==> config.mk <==
export PLATFORM = sky130hd
export DESIGN_NAME = bitmap_page_allocator
export DESIGN_NICKNAME = d
export VERILOG_FILES = /design/src/bpa_pkg.sv /design/src/bpa_front.sv /design/src/bpa_back.sv /design/src/bitmap_page_allocator.sv
export SDC_FILE = /design/constraint.sdc
export NUM_CORES = 1
export LEC_CHECK = 0
export ABC_AREA = 0
export BUFFER_PORTS_ARGS = -buffer_cell sky130_fd_sc_hd__buf_2
export CAP_MARGIN = 15
export CORE_MARGIN = 4
export CORE_UTILIZATION = 50
export DETAILED_ROUTE_END_ITERATION = 6
export GPL_ROUTABILITY_DRIVEN = 0
export GPL_TIMING_DRIVEN = 1
export PLACE_DENSITY_LB_ADDON = 0.25
export SLEW_MARGIN = 20
export SYNTH_ARGS = -nofsm -noshare
export SYNTH_HDL_FRONTEND = slang
export SYNTH_SLANG_ARGS = --single-unit
export TNS_END_PERCENT = 10
==> constraint.sdc <==
create_clock -name i_clk -period 3.84 [get_ports i_clk]
set_clock_uncertainty 0.05 [all_clocks]
set_input_delay 0.192 -clock i_clk [delete_from_list [all_inputs] [get_ports i_clk]]
set_output_delay 0.192 -clock i_clk [all_outputs]
set_load 0.01 [all_outputs]
==> src/bpa_pkg.sv <==
// Package: types, constants and helpers for the bitmap page allocator.
`default_nettype none

package bpa_pkg;

    localparam int NUM_PAGES   = 256;
    localparam int MAX_REQUEST = 16;
    localparam int RESULT_CAP  = 16;
    localparam int REQ_LIMIT   = (MAX_REQUEST < RESULT_CAP) ? MAX_REQUEST : RESULT_CAP;

    localparam int GRP_SIZE    = (NUM_PAGES < 16) ? 8 : 16;
    localparam int GRP_SHIFT   = $clog2(GRP_SIZE);
    localparam int NUM_GROUPS  = (NUM_PAGES + GRP_SIZE - 1) / GRP_SIZE;
    localparam int GRP_IDX_W   = (NUM_GROUPS > 1) ? $clog2(NUM_GROUPS) : 1;
    localparam int FT_W        = $clog2(NUM_PAGES + 1);

    localparam int QUEUE_DEPTH = 4;
    localparam int QPTR_W      = $clog2(QUEUE_DEPTH);
    localparam int QCNT_W      = $clog2(QUEUE_DEPTH + 1);

    typedef enum logic [1:0] {
        ST_GRANTED = 2'd0,
        ST_FAILED  = 2'd1,
        ST_FREED   = 2'd2
    } t_status;

    typedef enum logic {
        REQ_ALLOC = 1'b0,
        REQ_FREE  = 1'b1
    } t_req_type;

    typedef enum logic [1:0] {
        CMD_ALLOC_BAD = 2'd0,
        CMD_ALLOC     = 2'd1,
        CMD_FREE      = 2'd2
    } t_cmd_kind;

    typedef enum logic {
        BK_IDLE = 1'b0,
        BK_SCAN = 1'b1
    } t_bk_state;

    typedef struct packed {
        logic       req_type;
        logic [4:0] page_count;
        logic [7:0] free_page;
        logic       group_last;
    } t_req;

    typedef struct packed {
        logic [7:0] page_number;
        t_status    status;
        logic       last_result;
    } t_result;

    typedef struct packed {
        t_cmd_kind  kind;
        logic [4:0] count;
        logic [7:0] page;
        logic       in_range;
        logic       ack;
    } t_cmd;

    // Pages past the end of the map read as used so the search never takes them.
    function automatic logic [GRP_SIZE-1:0] grp_reset(input int g);
        logic [GRP_SIZE-1:0] w;
        w = '0;
        for (int j = 0; j < GRP_SIZE; j++) begin
            if (g * GRP_SIZE + j >= NUM_PAGES) begin
                w[j] = 1'b1;
            end
        end
        return w;
    endfunction

    function automatic logic [GRP_SHIFT-1:0] lowest_zero(input logic [GRP_SIZE-1:0] w);
        logic [GRP_SIZE-1:0]  onehot;
        logic [GRP_SHIFT-1:0] idx;
        onehot = ~w & (w + GRP_SIZE'(1));
        idx    = '0;
        for (int j = 0; j < GRP_SIZE; j++) begin
            if (onehot[j]) begin
                idx = idx | GRP_SHIFT'(j);
            end
        end
        return idx;
    endfunction

endpackage

`default_nettype wire

==> src/bpa_front.sv <==
// Front end: request decode and command queue.
`default_nettype none

module bpa_front
    import bpa_pkg::*;
(
    input  wire logic i_clk,
    input  wire logic i_rst_n,
    input  wire logic i_start,
    input  wire t_req i_req,
    output logic      o_busy,
    output logic      o_cmd_valid,
    output t_cmd      o_cmd,
    input  wire logic i_cmd_pop
);

    t_cmd              r_queue [QUEUE_DEPTH];
    logic [QPTR_W-1:0] r_wr_ptr;
    logic [QPTR_W-1:0] r_rd_ptr;
    logic [QCNT_W-1:0] r_count;
    t_cmd              w_cmd;
    logic              w_push;
    logic              w_pop;

    always_comb begin
        w_cmd          = '0;
        w_cmd.count    = i_req.page_count;
        w_cmd.page     = i_req.free_page;
        w_cmd.ack      = i_req.group_last;
        w_cmd.in_range = (32'(i_req.free_page) < NUM_PAGES);
        if (i_req.req_type == REQ_FREE) begin
            w_cmd.kind = CMD_FREE;
        end else if (i_req.page_count == 5'd0 || 32'(i_req.page_count) > REQ_LIMIT) begin
            w_cmd.kind = CMD_ALLOC_BAD;
        end else begin
            w_cmd.kind = CMD_ALLOC;
        end
    end

    assign o_busy      = (r_count == QCNT_W'(QUEUE_DEPTH));
    assign o_cmd_valid = (r_count != '0);
    assign o_cmd       = r_queue[r_rd_ptr];
    assign w_push      = i_start && !o_busy;
    assign w_pop       = i_cmd_pop && o_cmd_valid;

    always_ff @(posedge i_clk) begin
        if (w_push) begin
            r_queue[r_wr_ptr] <= w_cmd;
        end
    end

    always_ff @(posedge i_clk) begin
        if (!i_rst_n) begin
            r_wr_ptr <= '0;
            r_rd_ptr <= '0;
            r_count  <= '0;
        end else begin
            if (w_push) begin
                r_wr_ptr <= r_wr_ptr + QPTR_W'(1);
            end
            if (w_pop) begin
                r_rd_ptr <= r_rd_ptr + QPTR_W'(1);
            end
            case ({w_push, w_pop})
                2'b10:   r_count <= r_count + QCNT_W'(1);
                2'b01:   r_count <= r_count - QCNT_W'(1);
                default: r_count <= r_count;
            endcase
        end
    end

endmodule

`default_nettype wire

==> src/bpa_back.sv <==
// Back end: used-page map, free count, first-fit scan and result register.
`default_nettype none

module bpa_back
    import bpa_pkg::*;
(
    input  wire logic i_clk,
    input  wire logic i_rst_n,
    input  wire logic i_cmd_valid,
    input  wire t_cmd i_cmd,
    output logic      o_cmd_pop,
    output logic      o_valid,
    output t_result   o_result
);

    t_bk_state            r_state;
    t_bk_state            n_state;
    logic [GRP_SIZE-1:0]  r_map [NUM_GROUPS];
    logic [GRP_SIZE-1:0]  n_map [NUM_GROUPS];
    logic [FT_W-1:0]      r_free_total;
    logic [FT_W-1:0]      n_free_total;
    logic [4:0]           r_left;
    logic [4:0]           n_left;
    logic [GRP_IDX_W-1:0] r_grp;
    logic [GRP_IDX_W-1:0] n_grp;
    logic                 r_valid;
    logic                 n_valid;
    t_result              r_result;
    t_result              n_result;

    logic [GRP_SIZE-1:0]  w_word;
    logic [GRP_SHIFT-1:0] w_bit;
    logic [7:0]           w_page;
    logic [GRP_IDX_W-1:0] w_fgrp;
    logic [GRP_SHIFT-1:0] w_fbit;

    assign w_word = r_map[r_grp];
    assign w_bit  = lowest_zero(w_word);
    assign w_page = 8'({r_grp, w_bit});
    assign w_fgrp = GRP_IDX_W'(32'(i_cmd.page) >> GRP_SHIFT);
    assign w_fbit = i_cmd.page[GRP_SHIFT-1:0];

    always_comb begin
        n_state      = r_state;
        n_map        = r_map;
        n_free_total = r_free_total;
        n_left       = r_left;
        n_grp        = r_grp;
        n_valid      = 1'b0;
        n_result     = '0;
        o_cmd_pop    = 1'b0;
        case (r_state)
            BK_IDLE: begin
                if (i_cmd_valid) begin
                    o_cmd_pop = 1'b1;
                    case (i_cmd.kind)
                        CMD_ALLOC_BAD: begin
                            n_valid              = 1'b1;
                            n_result.status      = ST_FAILED;
                            n_result.last_result = 1'b1;
                        end
                        CMD_ALLOC: begin
                            if (32'(i_cmd.count) > 32'(r_free_total)) begin
                                n_valid              = 1'b1;
                                n_result.status      = ST_FAILED;
                                n_result.last_result = 1'b1;
                            end else begin
                                n_left  = i_cmd.count;
                                n_grp   = '0;
                                n_state = BK_SCAN;
                            end
                        end
                        CMD_FREE: begin
                            if (i_cmd.in_range && r_map[w_fgrp][w_fbit]) begin
                                n_map[w_fgrp][w_fbit] = 1'b0;
                                n_free_total          = r_free_total + FT_W'(1);
                            end
                            if (i_cmd.ack) begin
                                n_valid              = 1'b1;
                                n_result.status      = ST_FREED;
                                n_result.last_result = 1'b1;
                            end
                        end
                        default: begin
                            n_valid = 1'b0;
                        end
                    endcase
                end
            end
            BK_SCAN: begin
                if (!(&w_word)) begin
                    n_map[r_grp][w_bit]  = 1'b1;
                    n_free_total         = r_free_total - FT_W'(1);
                    n_left               = r_left - 5'd1;
                    n_valid              = 1'b1;
                    n_result.page_number = w_page;
                    n_result.status      = ST_GRANTED;
                    n_result.last_result = (r_left == 5'd1);
                    if (r_left == 5'd1) begin
                        n_state = BK_IDLE;
                    end
                end else begin
                    n_grp = r_grp + GRP_IDX_W'(1);
                end
            end
            default: begin
                n_state = BK_IDLE;
            end
        endcase
    end

    always_ff @(posedge i_clk) begin
        if (!i_rst_n) begin
            r_state      <= BK_IDLE;
            r_free_total <= FT_W'(NUM_PAGES);
            r_valid      <= 1'b0;
            r_left       <= '0;
            r_grp        <= '0;
            for (int g = 0; g < NUM_GROUPS; g++) begin
                r_map[g] <= grp_reset(g);
            end
        end else begin
            r_state      <= n_state;
            r_free_total <= n_free_total;
            r_valid      <= n_valid;
            r_left       <= n_left;
            r_grp        <= n_grp;
            r_map        <= n_map;
        end
    end

    always_ff @(posedge i_clk) begin
        r_result <= n_result;
    end

    assign o_valid  = r_valid;
    assign o_result = r_result;

endmodule

`default_nettype wire

==> src/bitmap_page_allocator.sv <==
// Bitmap first-fit page allocator: top level.
// A failed allocate or free acknowledgement goes via the command queue and result register.
// A granted run of n pages gives one word per cycle while the first-fit scan finds a free
// page in its current group of 16 pages; it gives none while it steps over a full group.
// busy rises when the four-entry command queue is full; results cannot be stalled.
// Synchronous reset marks every page free and empties the queue.
`default_nettype none

module bitmap_page_allocator
    import bpa_pkg::*;
(
    input  wire logic i_clk,
    input  wire logic i_rst_n,
    input  wire logic start,
    input  wire t_req i_req,
    output logic      busy,
    output logic      o_valid,
    output t_result   o_result
);

    logic w_cmd_valid;
    t_cmd w_cmd;
    logic w_cmd_pop;

    bpa_front u_front (
        .i_clk       (i_clk),
        .i_rst_n     (i_rst_n),
        .i_start     (start),
        .i_req       (i_req),
        .o_busy      (busy),
        .o_cmd_valid (w_cmd_valid),
        .o_cmd       (w_cmd),
        .i_cmd_pop   (w_cmd_pop)
    );

    bpa_back u_back (
        .i_clk       (i_clk),
        .i_rst_n     (i_rst_n),
        .i_cmd_valid (w_cmd_valid),
        .i_cmd       (w_cmd),
        .o_cmd_pop   (w_cmd_pop),
        .o_valid     (o_valid),
        .o_result    (o_result)
    );

endmodule

`default_nettype wire

; Yosys cells after proc, flatten, opt, wreduce, memory -nomap -nowiden
; Memory sizes are Yosys's and may differ from the RTL's. A register that Yosys moved wholly into a read port is not among the register bits.
; Index checks and enable logic that the tools add are counted.
[word_totals]
ff_bits = 294
out_inout_bits = 13
ramBits = 64
mem_count = 1
wordCells = 164
[classes]
n_addsub = 9
n_bitwise = 8
n_lt_le_gt_ge = 10
n_mux = 78
eq_ne = 13
reduce_logical = 18
[memory_table]
columns = name, depth, width, read_ports, rd_clocked_by_memory_dff, write_ports, line_no
row1 = u_front.r_queue, 4, 16, 1, 1, 1, bpa_front.sv:17  ; t_cmd r_queue [QUEUE_DEPTH];
[op_table]
columns = op, count
row1 = $mux W256, 4
row2 = $pmux W256 S2, 1
row3 = $and A256 B256 Y256, 1
row4 = $not A256 Y256, 1
row5 = $or A256 B256 Y256, 1
row6 = $bmux W16 S4, 2
row7 = $demux W16 S4, 2
row8 = $mux W16, 6
row9 = $mux W4, 12
row10 = $mux W9, 4
row11 = $mux W5, 4
row12 = $mux W1, 19
row13 = $mux W3, 6
row14 = $pmux W9 S2, 1
row15 = $add A16 B1 Y16 const B, 1
row16 = $and A16 B16 Y16, 1
row17 = $not A16 Y16, 1
row18 = $reduce_and A16 Y1, 1
row19 = $mux W2, 6
row20 = $ne A2 B2 Y1 const B, 6
row21 = $pmux W3 S2, 2
row22 = $reduce_and A4 Y1, 3
row23 = $ge A5 B5 Y1 const B, 2
row24 = $lt A4 B5 Y1 const B, 2
row25 = 34 further kinds, 47

; Longest topological paths before layout
; Gate-level depths: netlist (run 1).
[logic_depth]
ltp_word = 30
mapped_depth = 17

; By module
; From an unflattened synthesis (run 1), not the netlist that was laid out.
[hier_totals]
cells_unflattened = 1975
hier_area_um2 = 19747.7
[modules_own_cells]
columns = module, instances, area_each_um2, cells_per_inst
row1 = bpa_back, 1, 16873.7, 1834
row2 = bpa_front, 1, 2874.0, 141

; Least setup slack after synthesis (run 1)
; No wires, ideal clock.
[synth_timing]
path_type = reg-to-reg
startpoint = reg (tool-made name)
endpoint = reg u_back.r_left[4]
setup_slack_ns = 0.394
t_arrival_ns = 3.281
setup_ns = 0.115
period_less_slack_ns = 3.446
required_time_ns = 3.675
stages_incl_launch_ff = 15
cell_sequence = dfxtp_1 > buf_6 > buf_2 > mux4_2 > ha_1 > nor2b_1 > o21a_1 > o21a_1 > o21ai_0 > a21oi_1 > nor3b_1 > o22ai_1 > a21oi_1 > o22ai_1 > and2_1
[synth_lines]
columns = item, line_no
row1 = "end signal, assigned", bpa_back.sv:126  ; r_left <= n_left;
row2 = "end, declared", bpa_back.sv:22  ; logic [4:0] r_left;

==> metrics.md, run 1 <==
| Metric | Value |
|---|---|
| Status | `finished, violations left` |
| Violated checks | `design-rule violations` |
| Final setup viols | `0` |
| Post-Synth Simple-Gate Area | `12.40%` |
| Fraction of layout instances using a drive strength above 1 | `21.80%` |
| GRT Total Usage | `32.70%` |
| Clk root buf | `clkbuf_16` |
| CTS sink cnt | `360` |
| Arr. time, crit path | `4.18 ns` |
| Adder-cell area share of the yosys netlist | `1.722%` |
| Final wirelength | `69.08 mm` |
| Setup tns final | `0 ns` |
| Port Buffers | `30` |
| Combinational family with the most area after synthesis | `multiplexers` |
| Ys Warns | `0` |
| VDD IR max | `0.0004143 V` |
| Initial antenna violation count | `1` |
| CTS Buf Count | `40` |
| Leading cell types by count after synthesis | `dfxtp_1, a21oi_1, nor2_1, mux4_2, nand2_1` |
| Max-slew violations | `0` |
| Top layer in use | `met5` |
| WL met1 | `25.72 mm` |
| Final period util | `98.13%` |
| Largest net degree at the start of global routing | `153` |
| First-pass GRT wire length | `103.4 mm` |
| EDFF count, synth | `64` |
| Row Count | `71` |
| Routed wl met3 | `9.199 mm` |
| Initial DRC Count | `2612` |
| Min-delay src | `start` |
| Worst setup EP type | `flop` |
| Filler cell count in the final layout | `3130` |
| Initial core utilization | `50.67%` |
| Via count of the routed design | `17060` |
| Count leader, synth | `dfxtp_1` |
| Met2 wire len | `29.53 mm` |
| Hold Path Stages | `4` |
| Main synth FF type | `dfxtp_1` |
| Finished Layout Cells | `2517` |
| Period minus WS final | `3.768 ns` |
| Mean post-synth cell area | `10.07 um^2` |
| FFs w/ async S/R, synth | `0%` |
| Overflow after GRT | `0` |
| Worst-Margin Slew | `1.116 ns` |
| Mapped Nets | `1933` |
| Mapped Area | `0.01904 mm^2` |
| HPWL Detailed | `48.06 mm` |
| Reg clk slew, reported paths | `0.06 ns` |
| H-tree depth | `2` |
| Drt pass-1 iters | `7` |
| Die width | `203.1 um` |
| Compound-cell area share of the yosys netlist | `19.44%` |
| R2R cell count | `12` |
| Inst Count DP | `2426` |
| Final Hold Fails | `0` |
| Post-Synthesis Cells | `1890` |
| Top cells by area, synth | `dfxtp_1, mux4_2, edfxtp_1` |
| Slew headroom | `25.30%` |
| Worst Hold Class | `input pin to flop` |
| Leak pwr | `7.610 nW` |
| Max-cap violation count | `0` |
| Synth Register Bits | `360` |
| Seq/Total Area, Yosys | `41.21%` |
| Area Overhead vs Synth | `15.54%` |
| Post-synthesis mux area share | `19.80%` |
| Synth unique cells | `72` |
| Worst setup path class | `flop to flop` |
| Worst-Skew Late Latency | `0.58 ns` |
| FMAX | `0.2654 GHz` |
| Post-DR vias/cell | `6.778` |
| CTS tree | `built` |
| # nets final | `2018` |
| Worst EP required | `4.25 ns` |
| Pwr/cell area | `548.5 mW/mm^2` |
| Yosys top cell area share | `31.12%` |
| CTS max path bufs | `3` |
| Average wire per standard cell | `27.44 um` |
| Die outline area | `0.04127 mm^2` |
| Die height | `203.1 um` |
| Drt drc | `1` |
| RSZ-0062 raised after global routing | `yes` |
| Routed Antenna Nets | `0` |
| Xor/xnor share of the synthesized area | `0.5520%` |
| Startpoint types | `flop` |
| Max FO, Critical Path | `16` |
| Vias in the first global route | `16470` |
| WHS | `0.1200 ns` |
| Final core occ | `58.55%` |
| Largest area contributor in the netlist | `dfxtp_1` |
| Ports | `31` |
| CORE AREA | `0.03758 mm^2` |
-- final cells by class --
type	count	area [um^2]	share of cell area [%]
Multi-Input combinational cell	1345	10330	46.97
Clock buffer	50	1079	4.902
Sequential cell	360	7858	35.72
Timing Repair Buffer	196	1757	7.985
Inverter	32	121.4	0.5517
Antenna cell	1	2.502	0.01137
Tap cell	511	639.4	2.906
Clock inverter	22	211.5	0.9612
-- metrics by stage --
| step | setup WS, ns | power, mW | cell area [um^2] |
|---|---|---|---|
| detailed placement | -0.008262 | 8.043 | 20450 |
| global route | -0.06030 | 12.44 | 22000 |
| global placement | 0.03580 | 7.989 | 20450 |
| finish | 0.07190 | 12.07 | 22000 |
| CTS | 0.04227 | 11.87 | 21910 |
| floorplan | 0.3943 | 6.647 | 19040 |
-- what timing repair did --
item,CTS,global route
gates resized for setup,2,19
setup endpoints to repair,2,264
hold buffers,16,0
gates cloned,0,1
pin swaps,0,4
endpoints found under the hold margin,65,0
buffers inserted,0,1
-- final timing paths --
path              slack (ns)                      to
setup / recovery        0.07       u_back.r_map[100]
hold / removal          0.12     u_front.r_wr_ptr[0]
hold reg to reg         0.44  u_back.r_free_total[7]
setup reg to reg        0.07       u_back.r_map[100]
-- worst max-delay path, stage by stage, from the launching register on --
cell and delay (ns):
dfxtp_2 0.37, buf_4 0.20, mux4_2 0.63, buf_4 0.23, nor2_1 0.43, a32oi_1 0.18, o22ai_1 0.21, o22ai_1 0.17
nor4b_4 0.34, nand2_1 0.11, or2_1 0.28, buf_12 0.17, o221a_2 0.29
-- per-layer routing --
metal	track usage, %	vias up
met1	42.60	8225
met3	10.84	298
met4	17.66	2
met5	1.310	-
met2	48.36	1215
li1	-	7320
-- state kept, by name, summed over array words and instances (netlist names), named ones only --
signal / count
u_front.r_rd_ptr: 2
u_back.r_left: 5
u_back.r_state: 1
u_front.r_count: 3
u_back.r_free_total: 9
u_back.r_grp: 4
u_back.r_map: 256
u_back.o_valid: 1
u_back.o_result: 11
u_front.r_wr_ptr: 2
u_front.r_queue: 64
-- cells in the final DEF, fill, tap and decap left out, drive strengths merged, types with 17 or more instances in the layout --
master	synthesis	layout
ha	23	23
mux2i	92	92
mux4	121	121
nor3	25	25
dfxtp	296	296
a211oi	85	85
a22oi	68	68
clkinv	0	17
nor2	229	229
o221a	32	32
clkbuf	82	50
nand2	110	111
o21ai	87	87
buf	72	180
inv	32	31
edfxtp	64	64
nand3	29	29
a21oi	265	265
-- logic make-up after synthesis --
group                      count (synthesis)
DFF                                      360
xor gates and xnor gates                  12
and+or+nand+nor                          493
adders and majority gates                 25
muxes                                    224
AOI/OAI and AO/OA                        590
buffers and inverters                    186
-- power by group --
group,switching (mW),leakage [nW],internal [mW]
clock network,1.65,0.624,2.20
logic,2.66,4.01,1.45
registers,0.0976,2.98,4.01
total,4.41,7.61,7.66
No activity file was read; power rests on OpenSTA's default activity.
==> run 2, diff against run 1 <==
--- a/config.mk
+++ b/config.mk
@@ -6,14 +6,15 @@
 export NUM_CORES = 1
 export LEC_CHECK = 0
 export ABC_AREA = 0
-export BUFFER_PORTS_ARGS = -buffer_cell sky130_fd_sc_hd__buf_2
 export CAP_MARGIN = 15
+export CORE_ASPECT_RATIO = 0.8
 export CORE_MARGIN = 4
 export CORE_UTILIZATION = 50
 export DETAILED_ROUTE_END_ITERATION = 6
+export DONT_BUFFER_PORTS = 1
 export GPL_ROUTABILITY_DRIVEN = 0
 export GPL_TIMING_DRIVEN = 1
-export PLACE_DENSITY_LB_ADDON = 0.25
+export PLACE_DENSITY_LB_ADDON = 0.05
 export SLEW_MARGIN = 20
 export SYNTH_ARGS = -nofsm -noshare
 export SYNTH_HDL_FRONTEND = slang
==> metrics.md, run 2 (synthesis results as in run 1) <==
| Metric | Value |
|---|---|
| Status | `finished, violations left` |
| Violated checks | `negative setup slack` |
| Ports | `31` |
| CORE AREA | `0.03736 mm^2` |
| Worst setup path class | `flop to flop` |
| Slew headroom | `26.92%` |
| Crit-path max cell delay | `0.69 ns` |
| Tot Pwr | `12.30 mW` |
| # nets final | `1988` |
| CTS sink cnt | `360` |
| Die outline area | `0.04129 mm^2` |
| Final setup viols | `6` |
| Port Buffers | `0` |
| GRT Total Usage | `34.01%` |
| Leak pwr | `7.571 nW` |
| Crit-path most repeated cell | `buf_4` |
| Drt pass-1 iters | `6` |
| Worst-Margin Slew | `1.092 ns` |
| Arr. time, crit path | `4.25 ns` |
| Area Overhead vs Synth | `16.04%` |
| Final wirelength | `72.69 mm` |
| Die height | `182.5 um` |
| Overflow after GRT | `0` |
| Drt drc | `0` |
| Fraction of layout instances using a drive strength above 1 | `21.37%` |
| Post-DR vias/cell | `6.914` |
| CTS max path bufs | `3` |
| Worst Hold Class | `input pin to flop` |
| Initial antenna violation count | `0` |
| FMAX | `0.2589 GHz` |
| Period minus WS final | `3.863 ns` |
| CTS tree | `built` |
| Startpoint types | `flop` |
| Max-cap violation count | `0` |
| Initial DRC Count | `2925` |
| Clk root buf | `clkbuf_16` |
| Reg clk slew, reported paths | `0.06 ns` |
| Average wire per standard cell | `29.53 um` |
| Worst EP required | `4.23 ns` |
| Routed Antenna Nets | `0` |
| Final period util | `100.6%` |
| Filler cell count in the final layout | `3182` |
| WHS | `0.01409 ns` |
| Ant. Diodes | `0` |
| Vias in the first global route | `15690` |
| VDD IR max | `0.0004344 V` |
| CP Cell Sequence | `mux4_4, buf_12, buf_4, mux2i_1, nand2_1, a31oi_4, nand4_1, o22ai_2, nor4b_4, buf_4, a21oi_2, buf_4, nand2_1, buf_6, mux2i_1` |
| Max FO, Critical Path | `12` |
| Largest net degree at the start of global routing | `193` |
| Via count of the routed design | `17020` |
| First-pass GRT wire length | `105.5 mm` |
| H-tree depth | `2` |
| Pwr/cell area | `556.6 mW/mm^2` |
| WP buf/inv | `5` |
| Most frequent cells in the layout | `dfxtp_1, a21oi_1, nor2_1` |
| Final Hold Fails | `0` |
| Slowest cell on crit path | `mux4_4` |
| Die width | `226.2 um` |
| HPWL Detailed | `51.02 mm` |
| Setup tns final | `-0.1087 ns` |
| Max FFs per register | `256` |
| Worst-Skew Late Latency | `0.57 ns` |
| Most common cell after layout, fill and taps aside | `dfxtp_1` |
| RSZ-0062 raised after global routing | `yes` |
| PnR worst setup slack | `-0.02259 ns` |
| Max-slew violations | `0` |
| Row Count | `63` |
| Largest Register | `u_back.r_map` |
| Worst setup EP type | `flop` |
| CTS Buf Count | `38` |
| Initial core utilization | `50.96%` |
| Critical path's top delay family | `multiplexers` |
run 2: power breakdown:
| part | internal (mW) | switching [mW] |
|---|---|---|
| clock | 2.28 | 1.64 |
| combinational | 1.48 | 2.77 |
| sequential | 4.02 | 0.113 |
| total | 7.78 | 4.52 |
run 2: final cells by class:
class                      instances  area [um^2]  area share, %
clock inverter                    20        227.7          1.031
multi-input combinational       1344        10380          46.98
tap                              487        609.3          2.758
timing repair buffer             169         1809          8.188
sequential                       360         7860          35.57
clock buffer                      50         1087          4.921
inverter                          32        121.4         0.5493
run 2: repair_timing:
item                                   CTS  global route
gates cloned                             0             5
endpoints found under the hold margin  250             0
buffers inserted                         0             8
gates resized for setup                 13            16
hold buffers                            16             0
setup endpoints to repair              138           259
pin swaps                                2             7
run 2: worst register-to-register path, delay by kind of cell (launching register included):
| kind | cells | cell delay [ns] |
|---|---|---|
| mux | 3 | 1.05 |
| flops | 1 | 0.38 |
| buf+inv | 5 | 0.90 |
| simple gates | 4 | 0.66 |
| compound gates | 3 | 0.70 |
run 2: path summary, 6_finish.rpt:
kind	startpoint	to	slack, ns	depth (start not counted)
min	i_req[12]	u_front.r_queue[0][14]	0.01	3
max reg2reg	flop	u_back.r_free_total[5]	-0.02	15
min reg2reg	u_back.r_free_total[4]	u_back.r_free_total[4]	0.43	2
max	flop	u_back.r_free_total[5]	-0.02	15
run 2: layer usage:
metal	track usage [%]	vias to the layer above	wire length (um)
li1	-	7246	-
met1	52.12	8310	30990
met2	46.65	1261	29220
met3	8.636	205	9403
met4	11.30	0	3074
met5	0	-	0
run 2: stage by stage:
| stage | instance area [um^2] | setup slack (ns) | util (%) | instances |
|---|---|---|---|---|
| CTS | 21840 | 0.008192 | 58.46 | 2449 |
| detailed placement | 20290 | -0.4518 | 54.30 | 2363 |
| global placement | 20290 | -0.4570 | 54.30 | 2363 |
| finish | 22090 | -0.02259 | 59.14 | 2462 |
| global route | 22090 | -0.04976 | 59.14 | 2462 |
| floorplan | 19040 | 0.3943 | - | 1890 |
